==> src/hw/rtl/four_level_page_table_walker_assert.svh <==
// assertion macros shared by the page table walker rtl
// no dependencies; included by the controller and the datapath
`ifndef FOUR_LEVEL_PAGE_TABLE_WALKER_ASSERT_SVH
`define FOUR_LEVEL_PAGE_TABLE_WALKER_ASSERT_SVH

// same-cycle implication, disabled during reset
`define FLTW_ASSERT_NOW(label, clk, rst_n, ante, cons, msg) \
    label: assert property (@(posedge clk) disable iff (!rst_n) (ante) |-> (cons)) \
        else $error(msg);

// next-cycle implication, disabled during reset
`define FLTW_ASSERT_NEXT(label, clk, rst_n, ante, cons, msg) \
    label: assert property (@(posedge clk) disable iff (!rst_n) (ante) |=> (cons)) \
        else $error(msg);

`endif

==> src/hw/rtl/fltw_pkg.sv <==
// shared types and constants of the four level page table walker
// no dependencies; used by the controller, the datapath and the top level
package fltw_pkg;

    // default number of 64-bit words in the table store
    localparam int STORE_WORDS_DEF = 4096;

    // field widths
    localparam int ENTRY_W = 64;
    localparam int INDEX_W = 12;
    localparam int PA_W    = 52;
    localparam int VA_KEEP = 39;   // va bits kept after the first read is issued
    localparam int WORD_W  = 62;   // word number of an entry, no wrap-around
    localparam int LVL_IDX = 9;

    // entry bit positions
    localparam int PRESENT_POS = 0;
    localparam int PS_POS      = 7;

    // request codes
    localparam logic REQ_LOAD      = 1'b0;
    localparam logic REQ_TRANSLATE = 1'b1;

    // table level being checked
    typedef enum logic [1:0] {
        LVL_1,
        LVL_2,
        LVL_3,
        LVL_4
    } level_t;

    // controller states
    typedef enum logic [2:0] {
        ST_CLEAR,
        ST_IDLE,
        ST_L1,
        ST_L2,
        ST_L3,
        ST_L4
    } state_t;

    // commands from controller to datapath
    typedef struct packed {
        logic   clear;
        logic   load;
        logic   issue;
        logic   check;
        level_t level;
    } cmd_t;

    // status from datapath to controller
    typedef struct packed {
        logic clear_last;
        logic walk_end;
    } stat_t;

endpackage

==> src/hw/rtl/fltw_ctrl.sv <==
// controller state machine of the page table walker
// depends on fltw_pkg and the assertion macro header
`include "four_level_page_table_walker_assert.svh"

module fltw_ctrl (
    input  logic           clk,
    input  logic           rst_n,
    input  logic           start,
    input  logic           req_type,
    input  fltw_pkg::stat_t stat,
    output fltw_pkg::cmd_t  cmd,
    output logic           busy
);
    import fltw_pkg::*;

    state_t state_reg;
    state_t state_next;

    // state register
    always_ff @(posedge clk or negedge rst_n)
    begin
        if (!rst_n)
        begin
            state_reg <= ST_CLEAR;
        end
        else
        begin
            state_reg <= state_next;
        end
    end

    // next state
    always_comb
    begin
        state_next = state_reg;
        case (state_reg)
            ST_CLEAR:
            begin
                if (stat.clear_last)
                begin
                    state_next = ST_IDLE;
                end
            end
            ST_IDLE:
            begin
                if (start && (req_type == REQ_TRANSLATE))
                begin
                    state_next = ST_L1;
                end
            end
            ST_L1:
            begin
                state_next = stat.walk_end ? ST_IDLE : ST_L2;
            end
            ST_L2:
            begin
                state_next = stat.walk_end ? ST_IDLE : ST_L3;
            end
            ST_L3:
            begin
                state_next = stat.walk_end ? ST_IDLE : ST_L4;
            end
            ST_L4:
            begin
                state_next = ST_IDLE;
            end
            default:
            begin
                state_next = ST_IDLE;
            end
        endcase
    end

    // command outputs
    always_comb
    begin
        cmd       = '0;
        cmd.level = LVL_1;
        busy      = 1'b1;
        case (state_reg)
            ST_CLEAR:
            begin
                cmd.clear = 1'b1;
            end
            ST_IDLE:
            begin
                busy      = 1'b0;
                cmd.load  = start && (req_type == REQ_LOAD);
                cmd.issue = start && (req_type == REQ_TRANSLATE);
            end
            ST_L1:
            begin
                cmd.check = 1'b1;
                cmd.level = LVL_1;
            end
            ST_L2:
            begin
                cmd.check = 1'b1;
                cmd.level = LVL_2;
            end
            ST_L3:
            begin
                cmd.check = 1'b1;
                cmd.level = LVL_3;
            end
            ST_L4:
            begin
                cmd.check = 1'b1;
                cmd.level = LVL_4;
            end
            default:
            begin
                busy = 1'b1;
            end
        endcase
    end

    // the leaf level always finishes the walk
    `FLTW_ASSERT_NEXT(a_leaf_returns_idle, clk, rst_n, state_reg == ST_L4,
        state_reg == ST_IDLE, "walk did not finish after the leaf level")
    // no transfer is taken during the clearing pass
    `FLTW_ASSERT_NOW(a_clear_blocks, clk, rst_n, state_reg == ST_CLEAR,
        busy && !cmd.load && !cmd.issue, "transfer taken while clearing")
    // an issued translation starts at the first level
    `FLTW_ASSERT_NEXT(a_issue_to_l1, clk, rst_n, cmd.issue,
        state_reg == ST_L1, "translation did not enter the first level")

endmodule

==> config.mk <==
export PLATFORM = sky130hd
export DESIGN_NAME = fltw_ctrl
export DESIGN_NICKNAME = d
export VERILOG_FILES = /design/src/hw/rtl/fltw_pkg.sv /design/src/hw/rtl/fltw_ctrl.sv
export VERILOG_INCLUDE_DIRS = /design/src /design/src/hw/rtl
export SDC_FILE = /design/constraint.sdc
export NUM_CORES = 1
export LEC_CHECK = 0
export BUFFER_PORTS_ARGS = -buffer_cell sky130_fd_sc_hd__buf_4
export CAP_MARGIN = 40
export CORE_AREA = 5 5 42 44
export DETAILED_ROUTE_END_ITERATION = 10
export DIE_AREA = 0 0 47 49
export HOLD_SLACK_MARGIN = 0.12
export PLACE_DENSITY = 0.34
export SLEW_MARGIN = 30
export SYNTH_ARGS = -nofsm -noshare
export SYNTH_HDL_FRONTEND = slang
export SYNTH_SLANG_ARGS = --single-unit
==> constraint.sdc <==
create_clock -name clk -period 1.3 [get_ports clk]
set_input_delay 0.13 -clock clk [delete_from_list [all_inputs] [get_ports clk]]
set_output_delay 0.13 -clock clk [all_outputs]
set_load 0.05 [all_outputs]
# After elaboration in Yosys (flattened, before gate mapping)
# Index checks and enable logic that the tools add are counted.
# classes
n_reduce_logical,4
n_mux,10
n_bitwise,1
n_eq_ne,7
# ops
op,count
3-bit case mux with 5 select lines,1
3-bit 2-to-1 mux,4
3-bit case mux with 4 select lines,1
"3-bit by 2-bit equality test with 1-bit output, second input constant",2
"3-bit equality test, second input constant",2
2-bit 2-to-1 mux,2
"2-bit inequality test, second input constant",2
"3-bit by 1-bit equality test with 1-bit output, second input constant",1
3-bit zero test,1
1-bit logical AND,2
1-bit 2-to-1 mux,2
2-bit AND reduction,1
1-bit inverter,1
# word_totals
reg_bits,3
out_inout_bits,7

# Depth between registers and ports, before layout
# logic_depth
ltp_word,3
mapped_depth,3
depth_no_buf,2

# Worst setup path after synthesis
# Ideal clock, no wire load.
# synth_path
path_kind,reg2out
start,reg state_reg[1]
end,out cmd[0] (netlist name)
n_path_buf,1
setup_slack_ns,-0.553
arrival_ns,1.723
path_stages_with_launch,4
cell_sequence,dfrtp_1 -> buf_2 -> xor2_1 -> and2_2
# synth_rtl
element,line_no,text
from (decl),fltw_ctrl.sv:16,state_t state_reg;
from (signal assigned),fltw_ctrl.sv:28,state_reg <= state_next;
to (decl),fltw_ctrl.sv:11,"output fltw_pkg::cmd_t cmd,"

==> flow_metrics.env <==
export IMPL_outcome="finished, violations left"
export IMPL_violations="negative setup slack"
export IMPL_powerDensity_mw_per_mm2=2020
export IMPL_path_buf_inv=1
export IMPL_synth_ff_type="dfrtp_1"
export IMPL_core_area_mm2=0.00140
export IMPL_syn_area_um2=205
export IMPL_avgSynthCellArea_um2=9.77
export IMPL_drv_slew=0
export IMPL_synth_top_area_share_pct=36.6
export IMPL_drtIter0Drc=1
export IMPL_yosysMostFrequentCell="dfrtp_1"
export IMPL_clk_latency_ns=0.23
export IMPL_overflow=0
export IMPL_drv_cap=0
export IMPL_seq_area_frac_synth_pct=36.6
export IMPL_ant_nets=0
export IMPL_path_max_fanout=3
export IMPL_worst_r2r_setup_slack_ns=-0.05
export IMPL_hold_class="in2async"
export IMPL_grt_max_degree=10
export IMPL_synth_async_reset_ratio_pct=100
export IMPL_cts_sinks=3
export IMPL_die_h_um=49
export IMPL_wl_um=652
export IMPL_n_antenna_cell=0
export IMPL_vdd_drop_max_mv=0.592
export IMPL_r2r_start="state_reg[1]"
export IMPL_io_pins=13
export IMPL_place_inst=51
export IMPL_synth_fp_nets=27
export IMPL_std_cell_rows=14
export IMPL_synth_edf_count=0
export IMPL_route_detailed_wl_per_inst_um=10.7
export IMPL_io_buffer_count=12
export IMPL_drc=0
export IMPL_pre_cts_slack_ns=-0.0416
export IMPL_period_share_pct=118
export IMPL_utilization_pct=37.6
export IMPL_cp_end_kind="output pin"
export IMPL_synth_cells=21
export IMPL_power_leakage_uw=0.000221
export IMPL_cts_tree="built"
export IMPL_yosysTopAreaCell="dfrtp_1"
export IMPL_r2r_cells=5
export IMPL_fmax_mhz=654
export IMPL_vias_per_cell=4.15
export IMPL_synth_distinct_cells=16
export IMPL_firstDrtPassIters=2
export IMPL_cp_start_kind="flip-flop"
export IMPL_required_ns=1.17
export IMPL_critical_path_slowest_cell="or3b_4"
export IMPL_final_cells=61
export IMPL_area_delta_synth_final_pct=157
export IMPL_grt_use_total_pct=6.42
export IMPL_cts_reportedPaths_clkPinSlew_ns=0.04
export IMPL_reg2reg_to="state_reg[2]"
export IMPL_vias=253
export IMPL_yosys_register_bits=3
export IMPL_cp_arrival_ns=1.40
export IMPL_skew_ns=0.0000279
export IMPL_yosys_warnings=0
export IMPL_fin_tns_setup_ns=-0.989
export IMPL_first_global_vias=259
export IMPL_ys_top_cells_by_count="dfrtp_1, a21oi_1, nand3b_1, or3b_1"
export IMPL_setup_viol=8
export IMPL_die_area_mm2=0.00230
export IMPL_slew_headroom_pct=90.3
export IMPL_cts_buffers=3
export IMPL_rsz0062_at_grt="yes"
export IMPL_layout_setup_ws_ns=-0.228
export IMPL_critPathKind="reg2out"
export IMPL_antenna_found_initial=0
export IMPL_nets=52
export IMPL_grt_pass1_wl_um=1040
export IMPL_ys_top_cells_by_area="dfrtp_1, or3b_1, nand3b_1, nor3b_2, or3b_4"
export IMPL_htreeDepth=1
export IMPL_initial_utilization_pct=14.6
export IMPL_place_hpwl_um=470
export IMPL_worst_pin_slew_ns=0.145
export IMPL_die_x_um=47
export IMPL_layout_drive_gt1_share_pct=71.1
export IMPL_max_stage_delay_ns=0.43
export IMPL_largest_reg_flops=3
export IMPL_path_cells="or3b_4 -> nor3b_4 -> buf_6"
export IMPL_clockBufferDepth=2
export IMPL_clockRootBuffer="clkbuf_4"
export IMPL_cp_top_family="simple AND/OR/NAND/NOR gates"
export IMPL_gp_congestion=0.759
export IMPL_min_period_ns=1.53
export IMPL_final_hold_viol_count=0
worst max path at each step:
stage                      start     end  cells after the start
CTS                 state_reg[1]  cmd[4]                      3
floorplan           state_reg[1]  cmd[4]                      3
global route        state_reg[1]  cmd[4]                      3
detailed placement  state_reg[2]  cmd[4]                      3
global placement    state_reg[2]  cmd[4]                      3
finish              state_reg[1]  cmd[4]                      3
through the flow:
step	total power (µW)	hold WS [ns]	cell area, µm²
finish	1060	0.229	527
global route	1120	0.232	527
CTS	965	0.223	448
detailed placement	692	-0.0797	355
global placement	691	-0.0809	355
floorplan	530	-0.166	234
timing repair:
item / 4_1_cts / 5_1_grt
gates cloned: 0 / 0
endpoints found under the hold margin: 4 / 0
setup buffers: 2 / 2
pin swaps: 3 / 2
gates resized for setup: 9 / 11
setup endpoints to repair: 6 / 8
hold buffers: 2 / 0
where the power goes:
group          total (µW)  switching [µW]  leakage (µW)  internal (µW)
Combinational         774             418      0.000171            356
Clock                 160            45.4     0.0000150            115
Sequential            128            11.2     0.0000359            117
Total                1060             475      0.000221            587
logic make-up after synthesis:
logic type / after synthesis / synth area share [%]
buf+inv: 1 / 2.44
simple gates: 13 / 47.6
flops: 3 / 36.6
compound gates: 3 / 9.15
xor+xnor: 1 / 4.27
placed cells by master (no fill, tap or decap), types with 2 or more instances in the layout:
cell | Yosys | final
buf_4 | 0 | 8
buf_6 | 0 | 6
buf_8 | 0 | 4
clkbuf_4 | 0 | 3
nand3b_1 | 2 | 2
or3b_1 | 2 | 2
dlygate4sd3_1 | 0 | 2
dfrtp_1 | 3 | 2
layout make-up:
cell class                 instances  area, µm²
clock buffer                       4       26.3
fill                             156        875
multi-input combinational         17        176
sequential                         3       76.3
tap                               16       20.0
timing repair buffer              21        228
per-layer routing:
layer / up-vias / wire, µm / global-route usage [%] / part of all wire (%)
li1: 126 / - / - / -
met1: 121 / 257 / 6.18 / 39
met2: 6 / 359 / 10.2 / 55
met3: 0 / 34 / 2.21 / 5.2
met4: 0 / 0 / 5.53 / 0
met5: - / 0 / 0 / 0
(Power assumes the default switching activity.)
